`src/hdl/tlc_ram.sv`:
```
// Generic single-write, single-read synchronous RAM with a registered read.
// A read of the address written in the same cycle returns the old contents.
`timescale 1ns / 1ps
`default_nettype none

module tlc_ram #(
  parameter int WIDTH = 8,
  parameter int DEPTH = 64,
  localparam int AW = (DEPTH > 1) ? $clog2(DEPTH) : 1
) (
  input  wire logic             clk,
  input  wire logic             we,
  input  wire logic [AW-1:0]    waddr,
  input  wire logic [WIDTH-1:0] wdata,
  input  wire logic [AW-1:0]    raddr,
  output logic      [WIDTH-1:0] rdata
);

  logic [WIDTH-1:0] mem_r [DEPTH];
  logic [WIDTH-1:0] rdata_r;

  always_ff @(posedge clk) begin
    if (we) begin
      mem_r[waddr] <= wdata;
    end
    rdata_r <= mem_r[raddr];
  end

  assign rdata = rdata_r;

endmodule

`default_nettype wire

```
`config.mk`:
```
export PLATFORM = sky130hd
export DESIGN_NAME = tlc_ram
export DESIGN_NICKNAME = d
export VERILOG_FILES = /design/src/hdl/tlc_ram.sv
export SDC_FILE = /design/constraint.sdc
export NUM_CORES = 1
export LEC_CHECK = 0
export BUFFER_PORTS_ARGS = -buffer_cell sky130_fd_sc_hd__buf_4
export CORE_ASPECT_RATIO = 1.1
export CORE_MARGIN = 1
export CORE_UTILIZATION = 62
export CTS_CLUSTER_SIZE = 30
export DETAILED_ROUTE_END_ITERATION = 16
export GPL_TIMING_DRIVEN = 0
export PLACE_DENSITY = 0.83
export SLEW_MARGIN = 10
export SYNTH_ARGS = -nofsm -noshare
export SYNTH_HDL_FRONTEND = slang
export SYNTH_SLANG_ARGS = --single-unit
```
`constraint.sdc`:
```
create_clock -name clk -period 2.05 [get_ports clk]
set_input_delay 0.205 -clock clk [delete_from_list [all_inputs] [get_ports clk]]
set_output_delay 0.205 -clock clk [all_outputs]
set_load 0.01 [all_outputs]
```
==> metrics.csv <==
stage;metric;value;unit
clock_network;CTS Sinks;520;
finish;Nets;1032;
power_and_ir_drop;leak pwr;0.007008;µW
logic_synthesis;Post-synth EDFFs;512;
die;total core area;31740;µm²
grt;grt ovf;0;
clock_network;Clock transition at path regs;0.06;ns
critical_path;Critical R2R Capture;rdata[2]$_DFF_P_;
sta;worst clock skew;0.01418;ns
die;Initial Utilization;63.55;%
die;die width;174.0;µm
power_and_ir_drop;pwr dens;970.6;nW/µm²
finish;commonest cells after routing, fill and taps aside;512 x edfxtp_1, 126 x mux4_2, 81 x nor2_1;
power_and_ir_drop;peak supply drop;0.7487;mV
route;Routed Antenna Nets;0;
logic_synthesis;post-synthesis sequential area ratio;77.03;%
route;drt first pass iters;6;
critical_path;CP max FO;10;
clock_network;CTS tree;yes;
logic_synthesis;Post-Synthesis Cells;940;
route;DRC viols;0;
critical_path;Reg2Reg Depth;5;
logic_synthesis;ys flop type;edfxtp_1;
grt;largest net degree at the start of global routing;65;
logic_synthesis;Net Count, Synth;962;
hold_path;worst min-delay path category;input port to flip-flop;
route;initial drt markers;1632;
finish;Area Growth Syn to Fin;11.57;%
die;I/O pin cnt;30;
place;Detailed Place HPWL;28680;µm
clock_network;Max clock buf depth;3;
clock_network;# Post-CTS Setup Buffers;0;
status;status;completed;
grt;gr usage total;29.95;%
critical_path;WP data arrival;2.23;ns
critical_path;worst r2r src;mem_r[3][2]$_DFFE_PP_;
die;die area;33250;µm²
logic_synthesis;Post-synth ARST share;0;%
sta;fin crit share;99.96;%
sta;endpoints failing hold;0;
critical_path;crit path kind;input port to flip-flop;
hold_path;WHS Endpoint;mem_r[48][7]$_DFFE_PP_;
job;maxcap violations;0;
grt;first-pass GRT wire length;69140;µm
sta;maximum operating frequency;488.0;MHz
sta;crit path time final;2.049;ns
sta;Max-slew headroom;34.16;%
route;WL/cell;32.89;µm
clock_network;H-tree lvl count;2;
logic_synthesis;Yosys reg bits;520;
place;gp weighted congestion;0.9986;
finish;most common cell after layout, fill and taps aside;edfxtp_1;
critical_path;Setup crit start kind;input port;
clock_network;Num CTS Buffers;47;
logic_synthesis;synth warn;0;
logic_synthesis;Distinct cells, synth;40;
die;die height;191.2;µm
clock_network;worst skew pair latency;0.57;ns
logic_synthesis;synthesized area;20170;µm²
hold_path;Worst Hold Launch;wdata[7];
logic_synthesis;post-synth top area cell;edfxtp_1;
place;Place WS;-0.8342;ns
critical_path;CP endpoint kind;flip-flop;
grt;initial antenna violation count;1;
finish;share of layout cells above drive strength 1;26.20;%
hold_path;hold path depth;1;
clock_network;CTS root buf;clkbuf_16;
logic_synthesis;Avg Inst Size Synth;21.45;µm²
logic_synthesis;Synth top area share;76.24;%
route;drt total wl;48120;µm
critical_path;CP required;2.23;ns
sta;Final Setup Violations;0;
route;vias post-DR;10270;
sta;worst setup margin;0.0008691;ns
grt;vias in the first global route;10380;
logic_synthesis;Synth area leaders;edfxtp_1 76%, mux4_2 14%, nor2_1 1.5%, mux2i_1 1.1%, dfxtp_1 0.79%;
route;DR vias/cell;7.017;
sta;Slew Limit Fails;0;
die;Placement Rows;68;
sta;Worst Tran Pin Value;0.9840;ns
place;port bufs;21;
critical_path;flop-to-flop setup slack;0.04;ns
finish;Final Core Density;70.90;%
[routing by layer]
metal | vias to the layer above | wire (µm) | GRT usage (%)
met2 | 862 | 23290 | 48.15
met3 | 159 | 6096 | 7.359
met1 | 5180 | 16580 | 39.81
met4 | 0 | 2151 | 12.52
li1 | 4065 | - | -
met5 | - | 0 | 0
[cell families after synthesis]
logic type	count (synthesis)	share of synthesized area (%)
flip-flops	520	77.03
AND/OR/NAND/NOR	153	3.387
multiplexers	162	15.94
AO/OA/AOI/OAI	54	2.072
buffers and inverters	51	1.570
[flip-flops by register name (all words and copies together) (netlist names)]
| register | count |
|---|---|
| mem_r | 512 |
| rdata | 8 |
[stage by stage]
step / std cells / total power [µW] / hold WS [ns] / TNS (ns) / cell area [µm²]
3_3_place_gp: 1381 / 13130 / 0.5791 / -68.91 / 20850
6_report: 1463 / 21840 / 0.1845 / 0 / 22500
3_5_place_dp: 1381 / 13170 / 0.5738 / -91.48 / 20850
5_1_grt: 1463 / 22250 / 0.2008 / -0.05443 / 22500
2_1_floorplan: 940 / 12650 / 0.3039 / 0 / 20170
4_1_cts: 1461 / 21770 / 0.002429 / 0 / 22400
[worst max-delay path, stage by stage]
cell      delay (ns)
clkbuf_1        0.34
nand4_1         0.68
nor2_1          1.00
[power breakdown]
part,switching (µW),internal [µW]
Clock,3690,5130
Sequential,24.1,11800
Combinational,780,447
[worst max path at each step]
stage                                     start                      to  slack, ns  depth (start not counted)
final                                  waddr[2]  mem_r[15][1]$_DFFE_PP_     0.0009                          3
after global routing                   raddr[1]        rdata[7]$_DFF_P_      -0.05                          8
after detailed placement               raddr[2]        rdata[3]$_DFF_P_      -0.83                          7
after floorplan                        raddr[1]        rdata[3]$_DFF_P_       0.18                          7
after CTS                 mem_r[3][5]$_DFFE_PP_        rdata[5]$_DFF_P_      0.008                          4
after global placement                 raddr[1]        rdata[4]$_DFF_P_      -0.82                          8
[cell type report]
class	count	area, µm²
Antenna cell	1	2.502
Buffer	50	335.3
Clock buffer	67	1334
Clock inverter	14	193.9
Fill cell	1724	9235
Multi-Input combinational cell	369	4407
Sequential cell	520	15530
Tap cell	420	525.5
Timing Repair Buffer	22	167.7
[synthesized netlist by cell type, drive strengths merged, types with 6 or more instances]
library cell    n
edfxtp        512
mux4          126
nor2           83
buf            34
mux2i          23
nand2          19
clkbuf         17
nor2b          14
mux2           13
nand3          13
dfxtp           8
o221ai          8
o22ai           8
nand2b          7
nor3            7
a221oi          6
[repair_timing]
action | 4_1_cts | 5_1_grt
pin swaps | 0 | 1
setup endpoints to repair | 8 | 16
hold buffers | 0 | 1
hold endpoints to repair | 0 | 2
resized for setup | 10 | 20
Power figures use the tool's default switching activity.
