## src/hdl/tlc_pkg.sv

```systemverilog
// Shared types, codes and helpers for the tree leaf counter.
// No dependencies; tlc_path and the top level import this package.
`timescale 1ns / 1ps
`default_nettype none

package tlc_pkg;

  // Fixed field widths of the stream payloads.
  localparam int ACTION_W = 2;
  localparam int NODE_W   = 7;
  localparam int LEVEL_W  = 6;
  localparam int COUNT_W  = 7;
  localparam int IN_W     = 16;
  localparam int OUT_W    = 16;

  localparam logic [COUNT_W-1:0] COUNT_CAP = 7'd127;

  localparam logic [ACTION_W-1:0] ACT_BEGIN = 2'd0;
  localparam logic [ACTION_W-1:0] ACT_ADD   = 2'd1;
  localparam logic [ACTION_W-1:0] ACT_COUNT = 2'd2;

  typedef enum logic [3:0] {
    S_IDLE,
    S_ADD,
    S_WINIT,
    S_SCAN,
    S_NODE,
    S_KIDS,
    S_LVL_END,
    S_ERD,
    S_EOUT
  } state_t;

  // Level-wide commands from the sequencer to the path-count unit.
  typedef struct packed {
    logic init;  // start a walk: root holds one path, everything else none
    logic swap;  // move to the next level
  } path_cmd_t;

  // Count addition that sticks at the cap.
  function automatic logic [COUNT_W-1:0] sat_add(input logic [COUNT_W-1:0] a,
                                                 input logic [COUNT_W-1:0] b);
    logic [COUNT_W:0] s;
    s = {1'b0, a} + {1'b0, b};
    return s[COUNT_W] ? COUNT_CAP : s[COUNT_W-1:0];
  endfunction

endpackage

`default_nettype wire

```

## src/hdl/tlc_ram.sv

```systemverilog
// Generic single-write, single-read synchronous RAM with a registered read.
// A read of the address written in the same cycle returns the old contents.
`timescale 1ns / 1ps
`default_nettype none

module tlc_ram #(
  parameter int WIDTH = 8,
  parameter int DEPTH = 64,
  localparam int AW = (DEPTH > 1) ? $clog2(DEPTH) : 1
) (
  input  wire logic             clk,
  input  wire logic             we,
  input  wire logic [AW-1:0]    waddr,
  input  wire logic [WIDTH-1:0] wdata,
  input  wire logic [AW-1:0]    raddr,
  output logic      [WIDTH-1:0] rdata
);

  logic [WIDTH-1:0] mem_r [DEPTH];
  logic [WIDTH-1:0] rdata_r;

  always_ff @(posedge clk) begin
    if (we) begin
      mem_r[waddr] <= wdata;
    end
    rdata_r <= mem_r[raddr];
  end

  assign rdata = rdata_r;

endmodule

`default_nettype wire

```

## src/hdl/tlc_path.sv

```systemverilog
// Per-node path counts of the level walk: two banks (current and next level),
// each a tlc_ram with valid bits, plus the read-modify-write stage for children.
// Depends on tlc_pkg and tlc_ram.
`timescale 1ns / 1ps
`default_nettype none

module tlc_path
  import tlc_pkg::*;
#(
  parameter int MAX_NODES = 64,
  localparam int NW = $clog2(MAX_NODES)
) (
  input  wire logic               clk,
  input  wire logic               rst_n,
  input  wire path_cmd_t          cmd,
  input  wire logic [NW-1:0]      scan_idx,
  input  wire logic               kid_valid,
  input  wire logic [NW-1:0]      kid_idx,
  input  wire logic [COUNT_W-1:0] parent_paths,
  output logic      [COUNT_W-1:0] scan_paths,
  output logic                    busy,
  output logic                    any_next
);

  logic                 cur_r;
  logic                 nb;
  logic [MAX_NODES-1:0] valid_r [2];
  logic [MAX_NODES-1:0] valid_nxt [2];
  logic [NW-1:0]        scan_idx_r;
  logic                 sc_valid_r;
  logic [NW-1:0]        sc_addr_r;
  logic                 fwd_valid_r;
  logic [NW-1:0]        fwd_addr_r;
  logic [COUNT_W-1:0]   fwd_data_r;
  logic                 any_r;
  logic                 any_nxt;

  logic [NW-1:0]        ram_ra [2];
  logic [NW-1:0]        ram_wa [2];
  logic                 ram_we [2];
  logic [COUNT_W-1:0]   ram_wd [2];
  logic [COUNT_W-1:0]   ram_rd [2];

  logic [COUNT_W-1:0]   old_raw;
  logic [COUNT_W-1:0]   old_val;
  logic [COUNT_W-1:0]   sum;

  assign nb = ~cur_r;

  // A write made in the same cycle as the read address is not in the RAM data yet.
  always_comb begin
    old_raw = valid_r[nb][sc_addr_r] ? ram_rd[nb] : '0;
    old_val = (fwd_valid_r && (fwd_addr_r == sc_addr_r)) ? fwd_data_r : old_raw;
    sum     = sat_add(old_val, parent_paths);
  end

  always_comb begin
    for (int b = 0; b < 2; b++) begin
      ram_ra[b] = (1'(b) == cur_r) ? scan_idx : kid_idx;
      if (cmd.init) begin
        ram_we[b] = (b == 0);
        ram_wa[b] = '0;
        ram_wd[b] = COUNT_W'(1);
      end else begin
        ram_we[b] = (1'(b) != cur_r) && sc_valid_r;
        ram_wa[b] = sc_addr_r;
        ram_wd[b] = sum;
      end
    end
  end

  always_comb begin
    valid_nxt[0] = valid_r[0];
    valid_nxt[1] = valid_r[1];
    any_nxt      = any_r;
    if (cmd.init) begin
      valid_nxt[0] = MAX_NODES'(1);
      valid_nxt[1] = '0;
      any_nxt      = 1'b0;
    end else if (cmd.swap) begin
      valid_nxt[cur_r] = '0;
      any_nxt          = 1'b0;
    end else if (sc_valid_r) begin
      valid_nxt[nb][sc_addr_r] = 1'b1;
      any_nxt                  = 1'b1;
    end
  end

  always_ff @(posedge clk) begin
    if (!rst_n) begin
      cur_r       <= 1'b0;
      valid_r[0]  <= '0;
      valid_r[1]  <= '0;
      sc_valid_r  <= 1'b0;
      fwd_valid_r <= 1'b0;
      any_r       <= 1'b0;
    end else begin
      if (cmd.init) begin
        cur_r <= 1'b0;
      end else if (cmd.swap) begin
        cur_r <= ~cur_r;
      end
      valid_r[0]  <= valid_nxt[0];
      valid_r[1]  <= valid_nxt[1];
      sc_valid_r  <= kid_valid;
      fwd_valid_r <= sc_valid_r;
      any_r       <= any_nxt;
    end
  end

  always_ff @(posedge clk) begin
    scan_idx_r <= scan_idx;
    sc_addr_r  <= kid_idx;
    fwd_addr_r <= sc_addr_r;
    fwd_data_r <= sum;
  end

  tlc_ram #(.WIDTH(COUNT_W), .DEPTH(MAX_NODES)) u_bank0 (
    .clk  (clk),
    .we   (ram_we[0]),
    .waddr(ram_wa[0]),
    .wdata(ram_wd[0]),
    .raddr(ram_ra[0]),
    .rdata(ram_rd[0])
  );

  tlc_ram #(.WIDTH(COUNT_W), .DEPTH(MAX_NODES)) u_bank1 (
    .clk  (clk),
    .we   (ram_we[1]),
    .waddr(ram_wa[1]),
    .wdata(ram_wd[1]),
    .raddr(ram_ra[1]),
    .rdata(ram_rd[1])
  );

  assign scan_paths = valid_r[cur_r][scan_idx_r] ? ram_rd[cur_r] : '0;
  assign busy       = sc_valid_r;
  assign any_next   = any_r;

endmodule

`default_nettype wire

```

## config.mk

```make
export PLATFORM = sky130hd
export DESIGN_NAME = tlc_path
export DESIGN_NICKNAME = d
export VERILOG_FILES = /design/src/hdl/tlc_pkg.sv /design/src/hdl/tlc_ram.sv /design/src/hdl/tlc_path.sv
export SDC_FILE = /design/constraint.sdc
export NUM_CORES = 2
export LEC_CHECK = 0
export ABC_AREA = 1
export BUFFER_PORTS_ARGS = -buffer_cell sky130_fd_sc_hd__buf_4
export CAP_MARGIN = 20
export CORE_MARGIN = 3
export CORE_UTILIZATION = 40
export CTS_CLUSTER_DIAMETER = 40
export DETAILED_ROUTE_END_ITERATION = 6
export HOLD_SLACK_MARGIN = 0.15
export SLEW_MARGIN = 40
export SYNTH_ARGS = -nofsm -noshare
export SYNTH_HDL_FRONTEND = slang
export SYNTH_SLANG_ARGS = --single-unit
```

## constraint.sdc

```tcl
create_clock -name clk -period 10 [get_ports clk]
set_input_delay 3 -clock clk [delete_from_list [all_inputs] [get_ports clk]]
set_output_delay 3 -clock clk [all_outputs]
set_load 0.01 [all_outputs]
```

==> results.sh <==
export IMPL_r2r_start="sc_addr_r[0]"
export IMPL_nets=4472
export IMPL_path_clk_slew_ns=0.06
export IMPL_grt_pass1_vias=31367
export IMPL_synth_ff_type="edfxtp_1"
export IMPL_use_met1=0.3099
export IMPL_die_area_mm2=0.1200
export IMPL_slew_violations=0
export IMPL_cp_required_ns=7.00
export IMPL_critPathSlowestCell="buf_4"
export IMPL_synthTopCellsByArea="edfxtp_1 (58%), nand2_1 (7.5%), dfxtp_1 (7.4%)"
export IMPL_min_path_cells=0
export IMPL_ios=33
export IMPL_slowest_delay_ns=0.46
export IMPL_worstPathArrival_ns=3.68
export IMPL_synth_warnings=0
export IMPL_grt_busiest_layer="met2"
export IMPL_cts_tree="done"
export IMPL_worstHoldStart="sc_addr_r[5]"
export IMPL_wl_per_cell_um=22.04
export IMPL_tns_ns=0
export IMPL_r2r_cells=22
export IMPL_drc=0
export IMPL_path_cells="buf_4, inv_1, buf_4, nand3_1, nand3_1, nand3_1, nand2_1, nand2_1, nand3_1, nand3_1, nand2_1, nor2_1, buf_4"
export IMPL_drt_first_pass_iters=6
export IMPL_leakage_nw=18.67
export IMPL_grt_pass1_wl_mm=201.3
export IMPL_coreArea_mm2=0.1147
export IMPL_die_w_um=346.5
export IMPL_reg2reg_to="u_bank0.mem_r[20][2]"
export IMPL_clockBufferDepth=3
export IMPL_final_util=0.4595
export IMPL_drv_cap=0
export IMPL_grt_overflow=0
export IMPL_end_kind="primary output"
export IMPL_syn_area_mm2=0.04637
export IMPL_port_buffers=32
export IMPL_fmax_mhz=149.7
export IMPL_track_usage=0.2191
export IMPL_via_per_inst=5.505
export IMPL_worst_ir_drop_vdd_v=0.0001832
export IMPL_vias=33405
export IMPL_setup_worst_path_start="scan_idx_r[0]"
export IMPL_synth_top_area_frac=0.5803
export IMPL_tightestPinTransition_ns=0.9186
export IMPL_async_flop_share=0
export IMPL_crit_top_cell="nand3_1"
export IMPL_grt_max_degree=220
export IMPL_hpwl_mm=79.50
export IMPL_drt_iter0_markers=3715
export IMPL_regToRegSetupSlack_ns=3.89
export IMPL_ys_seq_area_frac=0.6546
export IMPL_synth_most_common_cell="nand2_1"
export IMPL_fp_dieH_um=346.5
export IMPL_cts_sinks=1068
export IMPL_finalWirelength_mm=133.7
export IMPL_syn_inst=4488
export IMPL_post_cts_buffers=0
export IMPL_antenna_found_initial=2
export IMPL_slew_headroom=0.3868
export IMPL_synth_edf_count=896
export IMPL_path_delay_family="buffers and inverters"
export IMPL_ys_ff_latch=1068
export IMPL_clock_skew_ns=0.03535
export IMPL_met2_usage=0.3385
export IMPL_power_density_mw_per_mm2=202.3
export IMPL_timing_critical_path_buf_inv=4
export IMPL_synth_distinct_cells=36
export IMPL_whs_endpoint="fwd_addr_r[5]"
export IMPL_ctsHoldBuffers=0
export IMPL_hp_class="register to register"
export IMPL_syn_nets=4520
export IMPL_synthTopCellsByCount="nand2_1 (928), edfxtp_1 (896), nand3_1 (472)"
export IMPL_period_needed_ns=6.679
export IMPL_cts_buffers=141
export IMPL_start_kind="register"
export IMPL_drive_above_1_share=0.09265
export IMPL_gp_congestion=0.9155
export IMPL_hold_viol=0
export IMPL_syn2layout_area_growth_pct=13.62
export IMPL_status="completed"
export IMPL_setup_viol=0
export IMPL_clk_latency_ns=0.74
export IMPL_cts_resized=0
export IMPL_path_class="register to primary output"
export IMPL_ctsRootBufferMaster="clkbuf_16"
export IMPL_fp_row_count=124
export IMPL_rsz0062_at_grt="no"
export IMPL_path_max_fanout=33
export IMPL_start_util=0.4044
export IMPL_antenna_left=0
export IMPL_grt_use_met3=0.03876
export IMPL_htreeDepth=4
export IMPL_yosys_area_top_type="edfxtp_1"
export IMPL_synth_avg_cell_area_um2=10.33
export IMPL_fillers=10492
export IMPL_finalCritPeriodShare=0.6679
## logic make-up after synthesis
family,after synthesis,synth area share
AOI/OAI and AO/OA,815,0.1099
xor gates and xnor gates,5,0.0009444
adders and majority gates,8,0.002321
buffers and inverters,710,0.06555
DFF,1068,0.6546
and+or+nand+nor,1882,0.1667
## how the worst max path moves through the flow
stage                     depth (start not counted)              endpoint
after floorplan                                   6   u_bank0.mem_r[0][4]
after global placement                           11  u_bank1.mem_r[60][6]
after detailed placement                         11  u_bank1.mem_r[26][2]
after CTS                                        13         scan_paths[0]
after global routing                             13         scan_paths[2]
final                                            13         scan_paths[2]
## report_power, final
group | switching [W] | internal (W) | total [W]
Combinational | 0.000606 | 0.000203 | 0.000809
Clock | 0.00198 | 0.00300 | 0.00498
Sequential | 0.0000222 | 0.00485 | 0.00487
Total | 0.00261 | 0.00805 | 0.0107
## sequential cells by signal, summed over array words and instances, names as in the netlist, named ones only
| register | cells |
|---|---|
| u_bank0.mem_r | 448 |
| u_bank1.mem_r | 448 |
| valid_r | 128 |
| fwd_data_r | 7 |
| u_bank0.rdata | 7 |
| u_bank1.rdata | 7 |
| fwd_addr_r | 6 |
| sc_addr_r | 6 |
| scan_idx_r | 6 |
| any_next | 1 |
| busy | 1 |
| cur_r | 1 |
| fwd_valid_r | 1 |
## stage by stage
stage                     cells  total power [W]  hold WS, ns  worst slack, ns  area, um^2
after CTS                  6063          0.01070       0.3959            3.378       52520
after global routing       6067          0.01096       0.4069            3.139       52680
final                      6068          0.01066       0.4074            3.321       52680
after detailed placement   5805         0.005754       0.3935            3.782       47860
after floorplan            4488         0.005457       0.3258            1.691       46370
after global placement     5798         0.005738       0.3896            3.736       47610
## final cells by class
class | instances | area (um^2) | share of cell area
well taps | 1512 | 1892 | 0.03591
diodes | 1 | 2.502 | 0.00004750
flip-flops and latches | 1068 | 30350 | 0.5762
clock buffers | 164 | 3774 | 0.07163
clock inverters | 94 | 890.9 | 0.01691
multi-input cells | 2710 | 13220 | 0.2509
inverters | 422 | 1594 | 0.03026
repair buffers | 97 | 957.2 | 0.01817
## cell usage in the layout, fill, tap and decap left out, types with 3 or more instances in the layout
cell        count
or2_2           7
o21ai_1        31
ha_1            7
o21ai_4         5
clkbuf_16     148
nand3_1       471
buf_4          75
dfxtp_1       170
inv_2          10
a21oi_4         3
clkinv_4       11
edfxtp_1      896
a21oi_1       174
nor2_2         54
clkinvlp_4      8
nor2_1        403
xor2_1          4
clkinv_1       19
o21ai_0       213
nand2_2         5
o211ai_1      381
bufinv_16      10
buf_12          7
clkinv_2       18
nand2_1       926
nand4_1         5
o21ai_2         4
clkbuf_1       15
buf_16          5
buf_6           9
inv_8           3
inv_1         408
nor3_1          4
inv_6          25
## routing by layer
metal,wire length [um],share of wire
met5,0,0
met4,4251,0.032
met3,10890,0.081
met2,60920,0.46
met1,57650,0.43
(Power assumes the default switching activity.)
